`config.mk`:
```
export PLATFORM = sky130hd
export DESIGN_NAME = console_line_editor
export DESIGN_NICKNAME = d
export VERILOG_FILES = /design/src/rtl/cle_pkg.sv /design/src/rtl/cle_ram.sv /design/src/rtl/cle_cmdq.sv /design/src/rtl/cle_front.sv /design/src/rtl/cle_back.sv /design/src/rtl/console_line_editor.sv
export SDC_FILE = /design/constraint.sdc
export NUM_CORES = 1
export LEC_CHECK = 0
export ABC_AREA = 1
export BUFFER_PORTS_ARGS = -buffer_cell sky130_fd_sc_hd__buf_2
export CAP_MARGIN = 10
export CELL_PAD_IN_SITES_DETAIL_PLACEMENT = 1
export CELL_PAD_IN_SITES_GLOBAL_PLACEMENT = 2
export CORE_ASPECT_RATIO = 0.5
export CORE_MARGIN = 8
export CORE_UTILIZATION = 41
export CTS_BUF_LIST = sky130_fd_sc_hd__clkbuf_2
export CTS_CLUSTER_DIAMETER = 120
export CTS_CLUSTER_SIZE = 28
export DETAILED_ROUTE_END_ITERATION = 7
export PLACE_DENSITY_LB_ADDON = 0.1
export SLEW_MARGIN = 20
export SYNTH_ARGS = -nofsm -noshare
export SYNTH_HDL_FRONTEND = slang
export SYNTH_HIERARCHICAL = 1
export SYNTH_SLANG_ARGS = --single-unit
```
`constraint.sdc`:
```
create_clock -name i_clk -period 3.35 [get_ports i_clk]
set_input_delay 1.005 -clock i_clk [delete_from_list [all_inputs] [get_ports i_clk]]
set_output_delay 1.005 -clock i_clk [all_outputs]
set_load 0.03 [all_outputs]
```
`src/rtl/cle_pkg.sv`:
```
// Shared constants, codes and types for the console line editor.
`timescale 1ns / 1ps
`default_nettype none
package cle_pkg;

    localparam int LINE_SIZE   = 64;
    localparam int LINE_SLOTS  = 4;
    localparam int STORE_DEPTH = 64;
    localparam int ADDR_W      = $clog2(STORE_DEPTH);
    localparam int CHAR_W      = 8;
    localparam int LEN_W       = 6;
    localparam int SLOT_W      = 2;
    localparam int CMDQ_DEPTH  = 4;
    localparam int CMDQ_PTR_W  = $clog2(CMDQ_DEPTH);
    localparam int CMDQ_CNT_W  = $clog2(CMDQ_DEPTH + 1);

    localparam logic [CHAR_W-1:0] CH_CR = 8'd13;
    localparam logic [CHAR_W-1:0] CH_LF = 8'd10;
    localparam logic [CHAR_W-1:0] CH_BS = 8'd8;
    localparam logic [CHAR_W-1:0] CH_SP = 8'd32;

    typedef enum logic [2:0] {
        KIND_STORED   = 3'd0,
        KIND_IGNORED  = 3'd1,
        KIND_ERASED   = 3'd2,
        KIND_DROPPED  = 3'd3,
        KIND_PROMPT   = 3'd4,
        KIND_LINECHAR = 3'd5
    } t_kind;

    // One classified byte; KIND_LINECHAR means "stream the stored line".
    typedef struct packed {
        t_kind              kind;
        logic [CHAR_W-1:0]  ch;
        logic [SLOT_W-1:0]  slot;
        logic [LEN_W-1:0]   len;
    } t_cmd;

    typedef enum logic [1:0] {
        BS_IDLE,
        BS_READ,
        BS_DATA
    } t_bstate;

    typedef struct packed {
        logic busy;
        logic line_done;
    } t_back_stat;

endpackage
`default_nettype wire

```
`src/rtl/cle_ram.sv`:
```
// Generic single-write, single-read RAM with registered read data.
`timescale 1ns / 1ps
`default_nettype none
module cle_ram #(
    parameter int WIDTH = 8,
    parameter int DEPTH = 64
) (
    input  wire logic                     i_clk,
    input  wire logic                     i_we,
    input  wire logic [$clog2(DEPTH)-1:0] i_waddr,
    input  wire logic [WIDTH-1:0]         i_wdata,
    input  wire logic                     i_re,
    input  wire logic [$clog2(DEPTH)-1:0] i_raddr,
    output logic      [WIDTH-1:0]         o_rdata
);

    logic [WIDTH-1:0] r_mem [DEPTH];

    always_ff @(posedge i_clk) begin
        if (i_we) begin
            r_mem[i_waddr] <= i_wdata;
        end
        if (i_re) begin
            o_rdata <= r_mem[i_raddr];
        end
    end

endmodule
`default_nettype wire

```
`src/rtl/cle_cmdq.sv`:
```
// Short command queue between the classifier and the result sequencer.
`timescale 1ns / 1ps
`default_nettype none
module cle_cmdq (
    input  wire logic          i_clk,
    input  wire logic          i_rst_n,
    input  wire logic          i_push,
    input  wire cle_pkg::t_cmd i_cmd,
    output logic               o_full,
    input  wire logic          i_pop,
    output cle_pkg::t_cmd      o_cmd,
    output logic               o_valid
);

    cle_pkg::t_cmd                       r_mem [cle_pkg::CMDQ_DEPTH];
    logic [cle_pkg::CMDQ_PTR_W-1:0]      r_wp, n_wp;
    logic [cle_pkg::CMDQ_PTR_W-1:0]      r_rp, n_rp;
    logic [cle_pkg::CMDQ_CNT_W-1:0]      r_cnt, n_cnt;
    logic                                do_push;
    logic                                do_pop;

    assign o_full  = (r_cnt == cle_pkg::CMDQ_CNT_W'(cle_pkg::CMDQ_DEPTH));
    assign o_valid = (r_cnt != '0);
    assign o_cmd   = r_mem[r_rp];
    assign do_push = i_push && !o_full;
    assign do_pop  = i_pop && o_valid;

    always_comb begin
        n_wp  = do_push ? r_wp + 1'b1 : r_wp;
        n_rp  = do_pop ? r_rp + 1'b1 : r_rp;
        n_cnt = r_cnt;
        if (do_push && !do_pop) begin
            n_cnt = r_cnt + 1'b1;
        end else if (!do_push && do_pop) begin
            n_cnt = r_cnt - 1'b1;
        end
    end

    always_ff @(posedge i_clk) begin
        if (!i_rst_n) begin
            r_wp  <= '0;
            r_rp  <= '0;
            r_cnt <= '0;
        end else begin
            r_wp  <= n_wp;
            r_rp  <= n_rp;
            r_cnt <= n_cnt;
        end
    end

    always_ff @(posedge i_clk) begin
        if (do_push) begin
            r_mem[r_wp] <= i_cmd;
        end
    end

endmodule
`default_nettype wire

```
`src/rtl/cle_front.sv`:
```
// Front end: accepts received bytes, edits the line and classifies each byte.
`timescale 1ns / 1ps
`default_nettype none
module cle_front (
    input  wire logic                          i_clk,
    input  wire logic                          i_rst_n,
    input  wire logic                          i_push,
    input  wire logic [cle_pkg::CHAR_W-1:0]    i_rx_byte,
    output logic                               o_full,
    input  wire logic                          i_q_full,
    input  wire logic                          i_line_done,
    output logic                               o_cmd_push,
    output cle_pkg::t_cmd                      o_cmd,
    output logic                               o_ram_we,
    output logic [cle_pkg::ADDR_W-1:0]         o_ram_waddr,
    output logic [cle_pkg::CHAR_W-1:0]         o_ram_wdata
);

    logic [cle_pkg::LEN_W-1:0]  r_fill, n_fill;
    logic [cle_pkg::SLOT_W-1:0] r_slot, n_slot;
    logic                       r_busy, n_busy;
    logic                       accept;
    cle_pkg::t_kind             kind;
    logic                       store;

    // Hold off new bytes while the command queue is full or a posted line still reads the store.
    assign o_full = i_q_full || r_busy;
    assign accept = i_push && !o_full;

    // Classify the byte against the current fill level.
    always_comb begin
        store = 1'b0;
        if (i_rx_byte == cle_pkg::CH_CR) begin
            kind = (r_fill == '0) ? cle_pkg::KIND_PROMPT : cle_pkg::KIND_LINECHAR;
        end else if (i_rx_byte == cle_pkg::CH_LF) begin
            kind = cle_pkg::KIND_IGNORED;
        end else if (i_rx_byte == cle_pkg::CH_BS) begin
            kind = (r_fill != '0) ? cle_pkg::KIND_ERASED : cle_pkg::KIND_IGNORED;
        end else if (i_rx_byte == cle_pkg::CH_SP && r_fill == '0) begin
            kind = cle_pkg::KIND_IGNORED;
        end else if (r_fill < cle_pkg::LEN_W'(cle_pkg::LINE_SIZE - 1)) begin
            kind  = cle_pkg::KIND_STORED;
            store = 1'b1;
        end else begin
            kind = cle_pkg::KIND_DROPPED;
        end
    end

    always_comb begin
        n_fill = r_fill;
        n_slot = r_slot;
        n_busy = r_busy;
        if (i_line_done) begin
            n_busy = 1'b0;
        end
        if (accept) begin
            unique case (kind)
                cle_pkg::KIND_STORED: begin
                    n_fill = r_fill + 1'b1;
                end
                cle_pkg::KIND_ERASED: begin
                    n_fill = r_fill - 1'b1;
                end
                cle_pkg::KIND_LINECHAR: begin
                    n_fill = '0;
                    n_busy = 1'b1;
                    n_slot = (r_slot == cle_pkg::SLOT_W'(cle_pkg::LINE_SLOTS - 1))
                             ? '0 : r_slot + 1'b1;
                end
                default: begin
                end
            endcase
        end
    end

    always_comb begin
        o_cmd_push  = accept;
        o_cmd.kind  = kind;
        o_cmd.ch    = i_rx_byte;
        o_cmd.slot  = r_slot;
        o_cmd.len   = (kind == cle_pkg::KIND_LINECHAR) ? r_fill : n_fill;
        o_ram_we    = accept && store;
        o_ram_waddr = cle_pkg::ADDR_W'(r_fill);
        o_ram_wdata = i_rx_byte;
    end

    always_ff @(posedge i_clk) begin
        if (!i_rst_n) begin
            r_fill <= '0;
            r_slot <= '0;
            r_busy <= 1'b0;
        end else begin
            r_fill <= n_fill;
            r_slot <= n_slot;
            r_busy <= n_busy;
        end
    end

endmodule
`default_nettype wire

```
`src/rtl/cle_back.sv`:
```
// Back end: turns queued commands into results and streams posted lines.
`timescale 1ns / 1ps
`default_nettype none
module cle_back (
    input  wire logic                          i_clk,
    input  wire logic                          i_rst_n,
    input  wire logic                          i_cmd_valid,
    input  wire cle_pkg::t_cmd                 i_cmd,
    output logic                               o_cmd_pop,
    output logic                               o_ram_re,
    output logic [cle_pkg::ADDR_W-1:0]         o_ram_raddr,
    input  wire logic [cle_pkg::CHAR_W-1:0]    i_ram_rdata,
    output cle_pkg::t_back_stat                o_stat,
    output logic                               o_empty,
    input  wire logic                          i_pop,
    output logic [2:0]                         o_event_kind,
    output logic [cle_pkg::CHAR_W-1:0]         o_out_char,
    output logic [cle_pkg::SLOT_W-1:0]         o_line_slot,
    output logic [cle_pkg::LEN_W-1:0]          o_line_length,
    output logic                               o_last_of_run
);

    cle_pkg::t_bstate           r_state, n_state;
    logic [cle_pkg::LEN_W-1:0]  r_idx, n_idx;
    logic [cle_pkg::LEN_W-1:0]  r_len, n_len;
    logic [cle_pkg::SLOT_W-1:0] r_slot, n_slot;
    logic                       r_ov, n_ov;
    cle_pkg::t_kind             r_kind, n_kind;
    logic [cle_pkg::CHAR_W-1:0] r_char, n_char;
    logic [cle_pkg::SLOT_W-1:0] r_oslot, n_oslot;
    logic [cle_pkg::LEN_W-1:0]  r_olen, n_olen;
    logic                       r_last, n_last;
    logic                       out_free;
    logic                       is_line;
    logic                       last_char;

    assign out_free  = !r_ov || i_pop;
    assign is_line   = (i_cmd.kind == cle_pkg::KIND_LINECHAR);
    assign last_char = (r_idx == r_len - 1'b1);

    // Next state
    always_comb begin
        n_state = r_state;
        unique case (r_state)
            cle_pkg::BS_IDLE: begin
                if (i_cmd_valid && out_free && is_line) begin
                    n_state = cle_pkg::BS_READ;
                end
            end
            cle_pkg::BS_READ: begin
                n_state = cle_pkg::BS_DATA;
            end
            cle_pkg::BS_DATA: begin
                if (out_free) begin
                    n_state = last_char ? cle_pkg::BS_IDLE : cle_pkg::BS_READ;
                end
            end
            default: begin
                n_state = cle_pkg::BS_IDLE;
            end
        endcase
    end

    // Outputs and datapath
    always_comb begin
        o_cmd_pop        = 1'b0;
        o_ram_re         = 1'b0;
        o_ram_raddr      = cle_pkg::ADDR_W'(r_idx);
        o_stat.busy      = (r_state != cle_pkg::BS_IDLE);
        o_stat.line_done = 1'b0;
        n_idx   = r_idx;
        n_len   = r_len;
        n_slot  = r_slot;
        n_ov    = r_ov && !i_pop;
        n_kind  = r_kind;
        n_char  = r_char;
        n_oslot = r_oslot;
        n_olen  = r_olen;
        n_last  = r_last;
        unique case (r_state)
            cle_pkg::BS_IDLE: begin
                if (i_cmd_valid && out_free) begin
                    o_cmd_pop = 1'b1;
                    if (is_line) begin
                        n_idx  = '0;
                        n_len  = i_cmd.len;
                        n_slot = i_cmd.slot;
                    end else begin
                        n_ov    = 1'b1;
                        n_kind  = i_cmd.kind;
                        n_char  = i_cmd.ch;
                        n_oslot = i_cmd.slot;
                        n_olen  = i_cmd.len;
                        n_last  = 1'b1;
                    end
                end
            end
            cle_pkg::BS_READ: begin
                o_ram_re = 1'b1;
            end
            cle_pkg::BS_DATA: begin
                if (out_free) begin
                    n_ov    = 1'b1;
                    n_kind  = cle_pkg::KIND_LINECHAR;
                    n_char  = i_ram_rdata;
                    n_oslot = r_slot;
                    n_olen  = r_len;
                    n_last  = last_char;
                    n_idx   = r_idx + 1'b1;
                    o_stat.line_done = last_char;
                end
            end
            default: begin
            end
        endcase
    end

    always_ff @(posedge i_clk) begin
        if (!i_rst_n) begin
            r_state <= cle_pkg::BS_IDLE;
            r_ov    <= 1'b0;
        end else begin
            r_state <= n_state;
            r_ov    <= n_ov;
        end
    end

    always_ff @(posedge i_clk) begin
        r_idx   <= n_idx;
        r_len   <= n_len;
        r_slot  <= n_slot;
        r_kind  <= n_kind;
        r_char  <= n_char;
        r_oslot <= n_oslot;
        r_olen  <= n_olen;
        r_last  <= n_last;
    end

    assign o_empty       = !r_ov;
    assign o_event_kind  = r_kind;
    assign o_out_char    = r_char;
    assign o_line_slot   = r_oslot;
    assign o_line_length = r_olen;
    assign o_last_of_run = r_last;

endmodule
`default_nettype wire

```
`src/rtl/console_line_editor.sv`:
```
// Console line editor: assembles received bytes into a command line.
//
// Input side is a queue: drive i_rx_byte and raise i_push; the byte transfers
// at a clock edge with i_push high and o_full low. Result side is a queue too:
// while o_empty is low the oldest result sits on the o_ ports, and it
// transfers at an edge with i_pop high and o_empty low.
// Each ordinary byte gives one result, through the command queue and output register;
// bytes can follow every cycle while the four-entry command queue has room.
// A carriage return on a non-empty line gives one result per stored
// character, each made by one store read and one output load,
// the last one marked by o_last_of_run. o_full stays high from that carriage
// return until the last character is loaded, since the line store has one
// read port and the next line reuses its entries.
// When the receiver does not pop, the output register holds its result,
// the command queue fills and o_full rises; nothing is dropped.
// Synchronous reset (i_rst_n low) empties the queue and the output, clears
// the fill count and slot counter; the line store itself is not cleared.
`timescale 1ns / 1ps
`default_nettype none
module console_line_editor (
    input  wire logic        i_clk,
    input  wire logic        i_rst_n,
    input  wire logic        i_push,
    input  wire logic [7:0]  i_rx_byte,
    output logic             o_full,
    input  wire logic        i_pop,
    output logic             o_empty,
    output logic [2:0]       o_event_kind,
    output logic [7:0]       o_out_char,
    output logic [1:0]       o_line_slot,
    output logic [5:0]       o_line_length,
    output logic             o_last_of_run
);

    logic                          q_push;
    logic                          q_full;
    logic                          q_pop;
    logic                          q_valid;
    cle_pkg::t_cmd                 q_in;
    cle_pkg::t_cmd                 q_out;
    logic                          ram_we;
    logic [cle_pkg::ADDR_W-1:0]    ram_waddr;
    logic [cle_pkg::CHAR_W-1:0]    ram_wdata;
    logic                          ram_re;
    logic [cle_pkg::ADDR_W-1:0]    ram_raddr;
    logic [cle_pkg::CHAR_W-1:0]    ram_rdata;
    cle_pkg::t_back_stat           bstat;

    cle_front u_front (
        .i_clk       (i_clk),
        .i_rst_n     (i_rst_n),
        .i_push      (i_push),
        .i_rx_byte   (i_rx_byte),
        .o_full      (o_full),
        .i_q_full    (q_full),
        .i_line_done (bstat.line_done),
        .o_cmd_push  (q_push),
        .o_cmd       (q_in),
        .o_ram_we    (ram_we),
        .o_ram_waddr (ram_waddr),
        .o_ram_wdata (ram_wdata)
    );

    cle_cmdq u_cmdq (
        .i_clk   (i_clk),
        .i_rst_n (i_rst_n),
        .i_push  (q_push),
        .i_cmd   (q_in),
        .o_full  (q_full),
        .i_pop   (q_pop),
        .o_cmd   (q_out),
        .o_valid (q_valid)
    );

    cle_ram #(
        .WIDTH (cle_pkg::CHAR_W),
        .DEPTH (cle_pkg::STORE_DEPTH)
    ) u_store (
        .i_clk   (i_clk),
        .i_we    (ram_we),
        .i_waddr (ram_waddr),
        .i_wdata (ram_wdata),
        .i_re    (ram_re),
        .i_raddr (ram_raddr),
        .o_rdata (ram_rdata)
    );

    cle_back u_back (
        .i_clk         (i_clk),
        .i_rst_n       (i_rst_n),
        .i_cmd_valid   (q_valid),
        .i_cmd         (q_out),
        .o_cmd_pop     (q_pop),
        .o_ram_re      (ram_re),
        .o_ram_raddr   (ram_raddr),
        .i_ram_rdata   (ram_rdata),
        .o_stat        (bstat),
        .o_empty       (o_empty),
        .i_pop         (i_pop),
        .o_event_kind  (o_event_kind),
        .o_out_char    (o_out_char),
        .o_line_slot   (o_line_slot),
        .o_line_length (o_line_length),
        .o_last_of_run (o_last_of_run)
    );

    // No store write while a posted line is being read out.
    a_no_write_during_stream: assert property (@(posedge i_clk) disable iff (!i_rst_n)
        ram_we |-> !bstat.busy)
        else $error("line store written while a line streams out");

    // The front never pushes into a full command queue.
    a_no_push_when_full: assert property (@(posedge i_clk) disable iff (!i_rst_n)
        q_push |-> !q_full)
        else $error("command pushed into full queue");

    // The end of a line stream leaves a final line character on the output.
    a_line_end_output: assert property (@(posedge i_clk) disable iff (!i_rst_n)
        bstat.line_done |=> (!o_empty && o_last_of_run
                             && o_event_kind == cle_pkg::KIND_LINECHAR))
        else $error("line end not presented as last line character");

endmodule
`default_nettype wire
```
Word-level counts from Yosys, hierarchy flattened. Memories as Yosys holds them, arrays and structs flattened. A register that Yosys moved wholly into a read port is not among the register bits. Cells that the tools add are included.

Register bits after elaboration: 53. Memories: 2. Bits of input ports: 12. Memory bits (writable): 588. Output and inout bits: 22. Word-level logic and storage cells: 139.

Memory list: u_store.r_mem (words 64, width 8, rd ports 1, clocked after Yosys merged registers in 1, wr ports 1, line cle_ram.sv:17) `logic [WIDTH-1:0] r_mem [DEPTH];`; u_cmdq.r_mem (words 4, width 19, rd ports 1, clocked after Yosys merged registers in 1, wr ports 1, line cle_cmdq.sv:15) `cle_pkg::t_cmd r_mem [cle_pkg::CMDQ_DEPTH];`.

$add $sub $neg: 9. Muxes and demuxes: 64. Reductions and logical operators: 30. Equality and inequality tests: 17. Order comparisons: 1.

Operator list (count): $mux W6 (8); $mux W3 (9); $mux W1 (25); $eq A8 B4 Y1 const B (3); $mux W8 (3); $pmux W6 S2 (2); $mux W2 (10); $pmux W6 S3 (1); $pmux W8 S2 (1); $add A6 B1 Y6 const B (2); $sub A6 B1 Y6 const B (2); $logic_and A1 B1 Y1 (10); $eq A3 B3 Y1 const B (3); $eq A8 B6 Y1 const B (1); $ne A2 B1 Y1 const B (4); $reduce_and A4 Y1 (2); $add A2 B1 Y2 const B (3); $eq A6 B6 Y1 (1); $logic_not A1 Y1 (6); $logic_not A6 Y1 (1); $lt A6 B6 Y1 const B (1); $pmux W2 S3 (1); $pmux W3 S2 (1); $reduce_bool A6 Y1 (1); 15 further kinds (20).

Depth between registers and ports, before layout. Gate-level depths: netlist of the first run.

Depth after elaboration: 10. Depth in mapped cells: 18. Mapped depth without buffers: 18.

Modules after synthesis. Netlist of the first run, hierarchy kept.

Modules (own cells, without submodules): cle_ram (cells an instance 1805, area an instance 21419.3 um^2, times used 1, sequential area each 15615.0 um^2); cle_cmdq (cells an instance 253, area an instance 3350.7 um^2, times used 1, sequential area each 2462.4 um^2); cle_back (cells an instance 196, area an instance 1778.0 um^2, times used 1, sequential area each 1081.0 um^2); cle_front (cells an instance 170, area an instance 1119.8 um^2, times used 1, sequential area each 180.2 um^2).

Worst setup path after synthesis of the first run. OpenSTA, ideal clock, no wires.

Path type: input to register. From: input port i_rx_byte[5]. To: memory u_store.r_mem[192][0], in the netlist u_store/r_mem[48][0] (enable). Setup time: 395 ps. Buffers on the path: 1. Path slack: 11 ps. Stages: 9. Data required time: 2955 ps. Arrival time: 2944 ps. Path through: nor2_1 > nand2_1 > inv_2 > nand2_2 > nand3_1 > nor2_1 > clkbuf_1 > nand4_1 > nor4_1.

Word-level cells in the longest chain between the ends: 9. Elaborated cells on any way between the ends: 12. Those cells by class: eq/ne: 4; mux: 6; reduce/logical: 2.

RTL lines: start: declaration (line console_line_editor.sv:24) `input wire logic [7:0] i_rx_byte,`; $eq A8 B6 Y1 (line cle_front.sv:39) `end else if (i_rx_byte == cle_pkg::CH_SP && r_fill == '0) begin`; $logic_and A1 B1 Y1 (line cle_front.sv:39); $mux W1 (line cle_front.sv:39); $mux W1 (line cle_front.sv:37) `end else if (i_rx_byte == cle_pkg::CH_BS) begin`; $mux W1 (line cle_front.sv:35) `end else if (i_rx_byte == cle_pkg::CH_LF) begin`; $mux W1 (*) (line cle_front.sv:33) `if (i_rx_byte == cle_pkg::CH_CR) begin`; $logic_and A1 B1 Y1 (*) (line cle_front.sv:82) `o_ram_we = accept && store;`; via ram_we (line console_line_editor.sv:41) `logic ram_we;`; $mux W1 (*) (line cle_ram.sv:20) `if (i_we) begin`; $mux W1 (implied by the code) (*) (line cle_ram.sv:21) `r_mem[i_waddr] <= i_wdata;`; end: declaration (line cle_ram.sv:17).

Mark *: on every way through the listed nets, which the timed path passes. The rest lies on a longest branch.

Worst setup path after layout of the first run.
From: register u_cmdq/r_cnt[1] (netlist name). To: output port o_full.

Word-level cells in the longest chain between the ends: 2.

RTL lines: start: declaration (line cle_cmdq.sv:18) `logic [cle_pkg::CMDQ_CNT_W-1:0] r_cnt, n_cnt;`; start signal: assignment (line cle_cmdq.sv:47) `r_cnt <= n_cnt;`; $eq A3 B3 Y1 (line cle_cmdq.sv:22) `assign o_full = (r_cnt == cle_pkg::CMDQ_CNT_W'(cle_pkg::CMDQ_DEPTH));`; via q_full (line console_line_editor.sv:36) `logic q_full;`; $logic_or A1 B1 Y1 (line cle_front.sv:27) `assign o_full = i_q_full || r_busy;`; end: declaration (line console_line_editor.sv:25) `output logic o_full,`.

The timed path passes the listed nets, and every way through them passes these cells.

==> results of run 1 <==
path summary, 6_finish.rpt:
path / start / end / slack, ns / cells after the start
setup / recovery: u_cmdq/r_cnt[1] / o_full / 0.24 / 6
hold / removal: i_rx_byte[0] / u_store/r_mem[49][0] / 0.20 / 2
setup reg to reg: u_back/o_ram_raddr[0] / u_store/o_rdata[4] / 0.41 / 11
hold reg to reg: u_cmdq/r_rp[1] / u_cmdq/r_rp[1] / 0.53 / 2
sequential cells by signal, summed over array words and instances, names as in the netlist, 3 cells and up, named ones only:
| register | count |
|---|---|
| u_back/o_event_kind | 3 |
| u_back/o_line_length | 6 |
| u_back/o_out_char | 8 |
| u_back/o_ram_raddr | 6 |
| u_back/r_len | 6 |
| u_cmdq/r_cnt | 3 |
| u_cmdq/r_mem | 76 |
| u_front/o_ram_waddr | 6 |
| u_store/o_rdata | 8 |
| u_store/r_mem | 512 |
layer usage:
metal / global-route usage / wire, um / vias to the layer above
met5: 0 / 34 / -
met4: 0.03035 / 1184 / 4
met3: 0.02257 / 3065 / 65
met2: 0.3369 / 36270 / 318
met1: 0.2939 / 37630 / 9179
li1: - / - / 8471
cells by family after synthesis:
| group | Yosys count | share of synthesized area |
|---|---|---|
| and+or+nand+nor | 1435 | 0.2243 |
| DFF | 651 | 0.6990 |
| buffers and inverters | 224 | 0.04916 |
| AOI/OAI and AO/OA | 93 | 0.01850 |
| adders and majority gates | 14 | 0.006874 |
| xor gates and xnor gates | 7 | 0.002216 |
placed cells by master, fill, tap and decap left out, types with 19 or more instances in the layout:
| cell | n |
|---|---|
| sky130_fd_sc_hd__nand2_1 | 777 |
| sky130_fd_sc_hd__edfxtp_1 | 630 |
| sky130_fd_sc_hd__nand3_1 | 457 |
| sky130_fd_sc_hd__nor2_1 | 133 |
| sky130_fd_sc_hd__buf_4 | 126 |
| sky130_fd_sc_hd__inv_1 | 62 |
| sky130_fd_sc_hd__o21ai_0 | 48 |
| sky130_fd_sc_hd__clkbuf_2 | 35 |
| sky130_fd_sc_hd__buf_2 | 32 |
| sky130_fd_sc_hd__dfxtp_1 | 19 |
| sky130_fd_sc_hd__o22ai_1 | 19 |
report_power, final:
part	internal, mW	switching (mW)
sequential	9.56	0.227
clock	0.287	2.35
combinational	1.95	5.29
total	11.8	7.87
what timing repair did:
action	CTS	global route
hold endpoints to repair	27	0
gates resized for setup	8	2
pin swaps	2	1
buffers inserted	4	0
hold buffers	9	0
endpoints found under the setup margin	1	1
stage by stage:
step	power (mW)	instances	hold slack, ns
after floorplan	14.78	2424	0.4642
after global placement	17.16	3343	0.4855
after detailed placement	17.25	3343	0.5034
after CTS	19.92	3393	0.02961
after global routing	20.83	3395	0.01885
final	19.66	3395	0.1975
area by class of cell:
cell class	count	area (um^2)
sequential	651	19340
inverter	81	321.6
timing repair buffer	178	1408
fill	7163	37490
tap	897	1122
multi-input combinational	1549	6995
clock buffer	35	175.2
antenna	2	5.005
clock inverter	2	33.78
worst register-to-register path, cell delays in order (launching register included):
cell                       delay, ns
sky130_fd_sc_hd__edfxtp_1       0.76
sky130_fd_sc_hd__inv_8          0.30
sky130_fd_sc_hd__buf_12         0.40
sky130_fd_sc_hd__buf_4          0.44
sky130_fd_sc_hd__nand2_1        0.11
sky130_fd_sc_hd__nand3_1        0.09
sky130_fd_sc_hd__nand3_1        0.16
sky130_fd_sc_hd__nand2_1        0.11
sky130_fd_sc_hd__nand2_1        0.05
sky130_fd_sc_hd__nand3_1        0.13
sky130_fd_sc_hd__nand3_1        0.09
sky130_fd_sc_hd__nand2_1        0.17
==> results by stage, run 1 <==
Yosys:
- The number of enable flip-flop cells after synthesis is 630.
- Summing every instance area after synthesis gives ~0.028 mm^2.
- The sequential area share after synthesis is 0.6990.
- For this run, the leading register cell type out of synthesis is sky130_fd_sc_hd__edfxtp_1.
- The post-synthesis cell count is ~2400.
- The number of unique standard cell types used by synthesis is 43.
- When the netlist entered floorplanning its net count stood at 2450.
- The share of synthesized area in the top cell type comes to 0.6838.
- In the synthesized netlist the async set-or-reset flop fraction comes to 0.
- Sorting the synthesized cells by area gives the leading types as sky130_fd_sc_hd__edfxtp_1 68%, sky130_fd_sc_hd__nand2_1 11%, sky130_fd_sc_hd__nand3_1 8.3%.
- After synthesis the netlist holds a flip-flop and latch count of 651.
- The post-synthesis cell type with the largest combined area is sky130_fd_sc_hd__edfxtp_1.
- The warning count from the yosys run is 6.
- Counting instances in the post-synthesis netlist gives the leading cell types as 778 x sky130_fd_sc_hd__nand2_1, 630 x sky130_fd_sc_hd__edfxtp_1, 457 x sky130_fd_sc_hd__nand3_1.
- The mean area per synthesized cell is around 11 um^2.
- The most frequently used cell type in the post-synthesis netlist is sky130_fd_sc_hd__nand2_1.

Detailed routing:
- In this run, the number of DRC markers left after iteration 0 of detailed routing was roughly 1400.
- In this run the remaining antenna-violating nets after routing total 0.
- The detailed-routing iteration count for the pre-antenna-repair pass is 5.
- After detailed routing, the total wire length is between 70000 and 80000 um.
- The via count of the routed design is around 18000.
- After detailed routing, the number of remaining DRC violations is 0.
- Dividing the detail-routed wire length by the instance count gives about 23 um.
- The number of vias per cell after detailed routing is around 5.3.

Critical path:
- The worst setup path category is register to primary output.
- Data arrives at the worst endpoint at between 2 and 2.5 ns.
- The highest cell delay on the worst timing path is between 0.4 and 0.5 ns.
- The slowest stage cell on the critical path is sky130_fd_sc_hd__dfxtp_2.
- The total buffers and inverters traversed by the critical path is 3.
- Traced cell by cell, the critical path runs through nor2_4, nand2_4, inv_2, inv_2, nand2_2, buf_6.
- The most used cell along the critical path is sky130_fd_sc_hd__inv_2.
- The biggest fanout along the worst timing path is 2.
- The critical path data required time is ~2.3 ns.
- The critical path launch point type is a register.
- STA classifies the critical path endpoint as a primary output.
- The top cell family by delay on the critical path is flip-flops.

Die:
- The number of placement rows is between 60 and 70.
- The core region is 0.06690 mm^2.
- The initial utilization of the core area, before any placement, comes to 0.4136.
- The die is ~200 um tall.
- The floorplan die area is between 0.07 and 0.08 mm^2.
- The die outline width is between 300 and 400 um.
- 34 I/O pins were placed.

Cells and area:
- Measured on the finished design, the core utilization comes to 0.4396.
- The final layout net count is 2514.
- The share of layout cells above drive strength 1 is 0.1102.
- Summing all non-filler instances in the final layout gives an area of between 0.02 and 0.03 mm^2.
- The area growth from synthesis to layout is 6.277%.

STA:
- The setup TNS is 0 ns.
- Of the available clock period, the critical path in the final layout requires 0.9276.
- Headroom to the max-slew limit came out at 0.3527.
- Setup repair after global routing left no endpoint under its margin.
- The final hold violation count is 0.
- The final worst clock skew is 0.1211 ns.
- Once routing completed, OpenROAD measured the worst setup slack at between 0.2 and 0.25 ns.
- Setup violations remaining at the end of the flow were counted as 0.
- At the pin with the least slew margin, the transition time is 0.9709 ns.
- For this run, the top clock speed supported by timing is ~0.32 GHz.
- The number of max-slew violations in the final report is 0.
- The post-route minimum period is between 3 and 4 ns.

Outcome:
- The flow ran to the end, and the final reports show no timing, DRC or antenna violations.

Clock network:
- The number of buffers inserted during clock tree synthesis is 27.
- The clock net sink count is between 600 and 700.
- Clock latency on the worst-skew pair, taken at its later pin, is between 1 and 1.5 ns.
- The clock tree root buffer cell is sky130_fd_sc_hd__clkbuf_2.
- The TritonCTS clock tree is built.
- Clock-pin slew was measured on the worst setup and hold paths at between 0.5 and 0.6 ns.
- The number of H-tree branching levels is 1.
- Counting along the longest clock path gives a buffer depth of 3.

Run:
- Max-cap violations in this run came to 0.

Place:
- Port buffering added 33 buffers.
- At the end of routability-driven placement, the weighted congestion stood at between 0.7 and 0.8.
- Prior to clock tree synthesis, the placed netlist has a worst setup slack of between 0.08 and 0.09 ns.
- Once detailed placement completed, the half-perimeter wirelength came to approximately 50000 um.
- The placed cell area is slightly below 0.03 mm^2.

GRT:
- The number of antenna violations at the first check in global routing was 6.
- The total global-route track usage is 0.2026.
- The number of global-route vias before repair was 18280.
- The largest net degree at the start of global routing is slightly below 100.
- The wire length of the first global-routing pass is roughly 120000 um.
- After global routing the overflow that remains totals 0.

Power:
- The peak ir drop on the vdd network is ~420 uV.
- The power per standard cell area is 668.5 mW/mm^2.
- In this run the static leakage power is roughly 11 nW.

Worst hold path:
- The class of the tightest hold or removal check is primary input to register.
No activity file was read; power rests on OpenSTA's default activity.
==> run 2: changes to the inputs <==
--- a/config.mk
+++ b/config.mk
@@ -23,3 +23,2 @@
 export SYNTH_HDL_FRONTEND = slang
-export SYNTH_HIERARCHICAL = 1
 export SYNTH_SLANG_ARGS = --single-unit
==> constraint.sdc (replaced) <==
create_clock -name i_clk -period 2.6 [get_ports i_clk]
set_input_delay 0.78 -clock i_clk [delete_from_list [all_inputs] [get_ports i_clk]]
set_output_delay 0.78 -clock i_clk [all_outputs]
set_load 0.05 [all_outputs]
==> run 2 against run 1 <==
Effect of this change: area after synthesis is 4.2% lower; routed wire length grew 1.8%; the run now ends with negative setup slack left; setup slack got worse by 0.58 ns; via count is 3.1% lower; combinational power is 21% higher; first-iteration DRC count grew 2.3%; clock skew decreased by 0.033 ns; cell area up 1.2%.
==> results by stage, run 2 <==
Yosys:
- The warning count from the yosys run is 0.
- The total of flip-flops plus latches after synthesis is ~650.
- After synthesis, the most frequently instantiated cells are 630 x sky130_fd_sc_hd__edfxtp_1, 471 x sky130_fd_sc_hd__nor2_1, 279 x sky130_fd_sc_hd__o21ai_0.
- The sequential area share after synthesis is 0.7293.
- Synthesis handed over a netlist of roughly 2200 instances.
- In the post-synthesis netlist, the cell with the most instances is sky130_fd_sc_hd__edfxtp_1.
- Counting flops with a built-in enable in the synthesized netlist gives between 600 and 700.
- Yosys attributes the largest share of cell area to sky130_fd_sc_hd__edfxtp_1 71%, sky130_fd_sc_hd__nor2_1 6.7%, sky130_fd_sc_hd__o21ai_0 5.3%.
- The synthesized netlist contains 34 unique library cells.
- Counting flops with an async set or reset pin after synthesis yields a share of 0.
- The main flop type after synthesis is sky130_fd_sc_hd__edfxtp_1.
- Of the post-synthesis cell area, the dominant cell type holds 0.7134.
- The post-synthesis cell type with the largest combined area is sky130_fd_sc_hd__edfxtp_1.
- The mean area per synthesized cell is ~12 um^2.
- In this run the cell area of the synthesized design comes to ~0.027 mm^2.

Clock network:
- The clock tree root buffer cell is sky130_fd_sc_hd__clkbuf_2.
- At the later pin of the worst-skew pair, clock insertion delay measures approximately 1.3 ns.
- TritonCTS built the clock tree.
- No sink is reached through more buffers than the 3 on the longest clock path.
- The number of buffers inserted during clock tree synthesis is 27.
- The register clock-pin slew on the reported worst setup and hold paths is between 0.5 and 0.6 ns.
- The clock net sink count is ~650.
- In this run the number of H-tree levels came out at 1.

STA:
- The slew at the pin closest to its max-slew limit is 0.9850 ns.
- Adding up every negative setup slack in the final design gives -2.634 ns.
- Measured against its own limit, the worst slew margin works out to 0.3433.
- Setup violations remaining at the end of the flow were counted as 22.
- The tightest hold path in the finished design has a slack of between 0.3 and 0.4 ns.
- Setup repair after global routing could not meet its margin everywhere.
- For this run, the top clock speed supported by timing is 0.3406 GHz.
- Across the routed clock network, the largest skew measured is 0.08835 ns.
- After layout, the worst setup slack is -0.3357 ns.
- In the finished design, the share of the clock period the worst path needs comes to 1.129.
- The number of max-slew violations in the final report came to 0.
- The post-route minimum period is about 2.9 ns.
- The final hold violation count is 0.

Critical path:
- For this design, the slowest cell found on the critical path is sky130_fd_sc_hd__dfxtp_2.
- On the worst path, the slowest cell contributes a delay of between 0.4 and 0.5 ns.
- The critical path is of the register to primary output type.
- The number of buffers and inverters on the critical path is 3.
- The critical path data required time is around 1.8 ns.
- The type of element capturing the critical path is a primary output.
- In this run the worst path has a maximum fanout of 2.
- Data arrives at the worst endpoint at 2.16 ns.
- Walking the worst path, the cells encountered are inv_2, nand3_4, buf_6, nand2_4, buf_8.
- STA classifies the critical path startpoint as a register.
- The kind of cell with the highest combined delay along the critical path is flip-flops.

Power:
- VDD sags by at most 453.3 uV.
- The design draws 24.77 mW.
- For this design the ratio of total power to cell area is ~830 mW/mm^2.
- The leakage power is about 10 nW.

Cells and area:
- In the final layout, the share of cells above drive strength 1 is 0.1454.
- In the final layout, the registers with the most flip-flops are u_store.r_mem (512), u_cmdq.r_mem (76).
- The area growth from synthesis to layout is 12.22%.
- The flip-flop count of the largest register after layout is 512.
- The filler cells instantiated in the layout total between 6000 and 7000.
- The most common cell after layout, fill and taps aside is sky130_fd_sc_hd__edfxtp_1.
- The final layout net count is ~2400.
- In the layout the commonest cells are 630 x sky130_fd_sc_hd__edfxtp_1, 400 x sky130_fd_sc_hd__nor2_1, 278 x sky130_fd_sc_hd__o21ai_0, 275 x sky130_fd_sc_hd__nand2_1, 144 x sky130_fd_sc_hd__buf_4.
- After the flow finishes, the layout carries non-filler instances totaling around 3200.
- The register with the highest flop count is u_store.r_mem.

Die:
- The core region area is approximately 0.064 mm^2.
- The number of top-level pins is 34.
- The chip height is slightly below 200 um.
- The die covers 0.07357 mm^2.
- The die outline width is about 380 um.
- The initial core utilization is 0.4112.
- The number of placement rows is between 60 and 70.

GRT:
- The first global-routing pass estimated between 100000 and 150000 um of wire.
- The largest net degree at the start of global routing is approximately 70.
- Summed over all layers, the global routing overflow is 0.
- The number of global-route vias before repair is between 15000 and 20000.
- The number of antenna violations at the first check in global routing is 6.
- The total global-route track usage is 0.2114.

Detailed routing:
- The number of vias per cell after detailed routing is 5.386.
- Dividing the detail-routed wire length by the instance count gives about 25 um.
- The final wirelength is a little under 80000 um.
- The count of nets left with antenna violations after detail routing is 0.
- The pre-antenna-repair detailed-routing pass consisted of 5 iterations.
- After the first detailed-routing iteration, the DRC count stood at between 1000 and 1500.
- The total DRC errors in the routed layout is 0.
- Detailed routing inserted a total of about 17000 vias.

Place:
- The wire-length estimate of the detail-placed layout is between 50000 and 60000 um.
- In this run the tool buffered the top-level ports with 33 buffer cells.
- The routability-driven placement congestion ratio is ~0.84.
- In this run, placement finished with an instance count of 3184.

Outcome:
- The checks that failed: negative setup slack.
- The flow ran to the end, but the final reports show violations.

Run:
- The number of max-capacitance violations reported is 0.

Worst hold path:
- The class of the tightest hold or removal check is primary input to register.
[run 2: changes by cell type in the layout (fill, tap and decap cells not counted), sizes merged, moves of 32 or more]
cell    previous run  this run
buf              169       201
o21ai             52       279
nor2             152       472
o211ai             0        65
nand2            791       279
nand3            465       132
a21oi             18        52
[run 2: worst paths after layout]
path         slack, ns  cells after the start                  to                  start
max              -0.34                      5              o_full        u_cmdq.r_cnt[1]
min               0.32                      4   u_back.r_state[0]                i_rst_n
min reg2reg       0.49                      2      u_cmdq.r_rp[1]         u_cmdq.r_rp[1]
max reg2reg       0.15                      9  u_store.o_rdata[6]  u_back.o_ram_raddr[0]
[run 2: worst min-delay path: cells and delay by family]
kind                   cells  cell delay (ns)
buffers and inverters      2             0.74
and+or+nand+nor            2             0.13
[run 2: cell families after synthesis]
family | count (synthesis) | share of synthesized area
AND/OR/NAND/NOR | 899 | 0.1357
flip-flops | 651 | 0.7293
AO/OA/AOI/OAI | 450 | 0.09394
buffers and inverters | 200 | 0.03053
adder cells (fa/ha/maj) | 14 | 0.007172
XOR/XNOR | 10 | 0.003303
other | 1 | 0.0001414
[run 2: timing repair]
action                                  in CTS  in global routing
buffers inserted                             0                 10
gates resized for setup                     88                 91
endpoints found under the setup margin     321                508
hold buffers                                10                  0
pin swaps                                    1                  5
endpoints found under the hold margin      157                  0
[run 2: layout make-up]
class                           count  area, um^2  share of cell area
Sequential cell                   651       19350              0.6504
Multi-Input combinational cell   1381        6823              0.2293
Timing Repair Buffer              211        1951             0.06555
Tap cell                          884        1106             0.03717
Inverter                           77       296.5            0.009965
Clock buffer                       37       185.2            0.006223
Clock inverter                      2       33.78            0.001135
Antenna cell                        3       7.507           0.0002523
[run 2: metal layers]
metal | up-vias | GRT usage | share of wire
met1 | 8911 | 0.3038 | 0.47
met5 | - | 0 | 0.00044
li1 | 8136 | - | -
met3 | 79 | 0.04421 | 0.057
met2 | 352 | 0.3345 | 0.45
met4 | 6 | 0.03924 | 0.019
[run 2: metrics by stage]
step	utilization	setup slack [ns]	area (um^2)
after floorplan	-	0.02157	26550
after global placement	0.4463	-1.019	28780
after detailed placement	0.4463	-1.059	28780
after CTS	0.4551	-0.5163	29350
after global routing	0.4614	-0.5775	29760
final	0.4614	-0.3357	29760
[run 2: report_power, final]
part / switching [mW] / internal (mW)
Clock: 3.06 / 0.389
Sequential: 0.289 / 12.2
Combinational: 6.04 / 2.75
Total: 9.38 / 15.4
==> run 3: changes to the inputs <==
MAX_ROUTING_LAYER = met4   (was unset)
==> run 3 against run 2 <==
Effect of this change: the run still ends with negative setup slack left; die area unchanged; setup slack got worse by 0.049 ns; hold slack lost 0.024 ns; combinational power barely moved; global-route usage up 0.59 points.
==> results by stage, run 3 (same netlist as run 2, synthesis figures left out) <==
STA:
- Setup repair after global routing could not meet its margin everywhere.
- The share of the clock period used by the worst path after layout is 1.148.
- The worst setup slack after layout is -0.3842 ns.
- The final worst clock skew is between 0.09 and 0.1 ns.
- Setup violations remaining at the end of the flow were counted as 22.
- Measured against its own limit, the worst slew margin works out to 0.3421.
- The final hold violation count is 0.
- The slew at the pin closest to its max-slew limit is 0.9868 ns.
- The post-route minimum period is 2.984 ns.
- For the final routed database, the setup TNS stands at -3.242 ns.
- The maximum clock frequency is ~0.34 GHz.
- The number of max-slew violations in the final report is 0.

Cells and area:
- The register with the highest flop count is u_store.r_mem.
- The share of layout cells above drive strength 1 is 0.1443.
- The flip-flop count of the largest register after layout is between 500 and 600.
- The most common cell after layout, fill and taps aside is sky130_fd_sc_hd__edfxtp_1.
- The top cell types in the final layout, fill and taps aside, are 630 x sky130_fd_sc_hd__edfxtp_1, 400 x sky130_fd_sc_hd__nor2_1, 278 x sky130_fd_sc_hd__o21ai_0, 275 x sky130_fd_sc_hd__nand2_1, 142 x sky130_fd_sc_hd__buf_4.
- Relative to the synthesized area, the layout overhead comes to 12.14%.
- Measured on the finished design, the core utilization comes to 0.4611.
- After the last flow step, the layout net total stands at between 2000 and 2500.
- The largest registers in the layout are u_store.r_mem (512), u_cmdq.r_mem (76).

Worst hold path:
- Along the worst hold path, the cell count comes to 4.
- The startpoint identified for the worst hold timing path is i_rst_n.
- The class of the tightest hold or removal check is primary input to register.
- The worst hold path terminates at u_back.r_state[0].

Critical path:
- STA classifies the critical path startpoint as a register.
- In this run the critical register-to-register path is launched from u_back.o_ram_raddr[0].
- For flop-to-flop paths, the worst setup slack is ~0.14 ns.
- For the worst setup path, the data required time is around 1.8 ns.
- The data arrival time of the worst path is around 2.2 ns.
- The worst setup path is captured at a primary output.
- The endpoint identified for the worst register-to-register timing path is u_store.o_rdata[1].
- Of all nets on the critical path, the largest fanout is 2.
- The number of cells on the worst reg-to-reg path is 11.
- The worst setup path category is register to primary output.

Die:
- The floorplan die area is 0.07357 mm^2.
- The chip height is slightly below 200 um.
- The initial core utilization is 0.4112.
- The total area inside the core boundary comes to roughly 0.064 mm^2.
- The die outline width is 375.7 um.
- The number of placement rows is 66.
- The number of top-level pins is 34.

Place:
- The number of buffers added on ports is 33.
- The setup slack at placement is -1.059 ns.
- Routability-driven placement finished with a final weighted congestion of between 0.8 and 0.9.
- Detailed placement ended at an HPWL of approximately 53000 um.

Detailed routing:
- The total DRC errors in the routed layout is 0.
- Detailed routing inserted a total of ~17000 vias.
- The routed design has about 80000 um of wire.
- The first TritonRoute pass finished after 5 iterations.
- In the routed layout, each cell is associated on average with a via count of roughly 5.4.
- Dividing the detail-routed wire length by the instance count gives 24.51 um.
- The count of nets left with antenna violations after detail routing is 0.
- After the first detailed-routing iteration, the DRC count stood at 1497.

Power:
- The internal power is roughly 15 mW.
- Of the total power, the share spent switching nets is 0.3791.
- In this run the power density over the cells is between 800 and 900 mW/mm^2.
- The share of power burned in the clock network is 0.139.
- Across the VDD grid, the largest voltage drop is between 400 and 500 uV.
- The combinational fraction of design power is 0.355.
- Summed over all nets, the switching power comes to 9.386 mW.
- The share of total power dissipated in sequential elements is 0.506.
- For this design the static power due to leakage is 10.08 nW.

Clock network:
- Clock latency on the worst-skew pair, taken at its later pin, is about 1.3 ns.
- Clock tree synthesis selected as its root buffer the cell sky130_fd_sc_hd__clkbuf_2.
- The clock passes through at most 3 buffers.
- The clock net sink count is approximately 650.
- The register clock-pin slew on the reported worst setup and hold paths is roughly 0.52 ns.
- The number of buffers inserted during clock tree synthesis is 27.
- TritonCTS built the clock tree.
- CTS built an H-tree with a depth of 1.

Outcome:
- The final reports fail on negative setup slack.
- The run finished, with violations left.

GRT:
- The total global-route track usage is 0.2174.
- The wire length of the first global-routing pass is between 100000 and 150000 um.
- The number of antenna violations at the first check in global routing is 6.
- The largest net degree at the start of global routing is 69.
- The number of global-route vias before repair is approximately 18000.
- For this run the aggregate overflow at the end of global routing stands at 0.

Run:
- Max-cap violations in this run came to 0.
run 3: cell count changes in the layout (fill, tap and decap cells not counted):
| cell | previous run | this run |
|---|---|---|
| sky130_fd_sc_hd__ha_4 | 1 | 0 |
| sky130_fd_sc_hd__buf_4 | 144 | 142 |
| sky130_fd_sc_hd__nor2_4 | 39 | 37 |
| sky130_fd_sc_hd__nor2_2 | 33 | 35 |
| sky130_fd_sc_hd__ha_1 | 11 | 12 |
| sky130_fd_sc_hd__diode_2 | 3 | 10 |
run 3: metal layers:
| metal | part of all wire | global-route usage |
|---|---|---|
| met5 | 0 | - |
| met3 | 0.057 | 0.04534 |
| met2 | 0.45 | 0.3350 |
| met1 | 0.47 | 0.3021 |
| met4 | 0.018 | 0.03924 |
run 3: power groups by stage:
stage          sequential, mW  clock, mW  combinational (mW)
4_1_cts                  12.5       3.57                8.77
2_1_floorplan            13.2          0                4.36
6_report                 12.5       3.44                8.78
3_5_place_dp             12.7          0                8.52
3_3_place_gp             12.7          0                8.44
5_1_grt                  12.6       3.85                9.61
run 3: critical path: stages, from the launching register on:
cell                      delay (ns)
sky130_fd_sc_hd__dfxtp_2        0.44
sky130_fd_sc_hd__inv_2          0.07
sky130_fd_sc_hd__nand3_4        0.08
sky130_fd_sc_hd__buf_6          0.12
sky130_fd_sc_hd__nand2_4        0.05
sky130_fd_sc_hd__buf_8          0.14
run 3: stage by stage:
step	power [mW]	hold WS (ns)	cells	area, um^2
final	24.76	0.2980	3251	29740
after global routing	26.06	0.1587	3251	29740
after CTS	24.89	0.1544	3233	29350
after detailed placement	21.23	0.4812	3184	28780
after global placement	21.15	0.4549	3184	28780
after floorplan	17.54	0.4364	2232	26550
run 3: layout make-up:
cell class / count / area [um^2]
Inverter: 77 / 296.5
Fill cell: 6766 / 34760
Antenna cell: 10 / 25.02
Clock buffer: 37 / 185.2
Timing Repair Buffer: 209 / 1936
Tap cell: 884 / 1106
Clock inverter: 2 / 33.78
Multi-Input combinational cell: 1381 / 6800
Sequential cell: 651 / 19350
run 3: worst max-delay path by stage:
stage	start	end	slack (ns)	cells after the start
after floorplan	i_rx_byte[5]	u_cmdq.r_mem[0][5]	0.02	18
after global placement	i_rx_byte[4]	u_store.r_mem[22][2]	-1.02	10
after detailed placement	i_rx_byte[4]	u_store.r_mem[49][1]	-1.06	11
after CTS	u_cmdq.r_cnt[0]	o_full	-0.52	5
after global routing	u_cmdq.r_cnt[1]	o_full	-0.62	5
final	u_cmdq.r_cnt[1]	o_full	-0.38	5
run 3: repair_timing:
item | 4_1_cts | 5_1_grt
hold endpoints to repair | 157 | 0
pin swaps | 1 | 5
endpoints found under the setup margin | 321 | 510
buffers inserted | 0 | 9
resized for setup | 88 | 88
hold buffers | 10 | 0
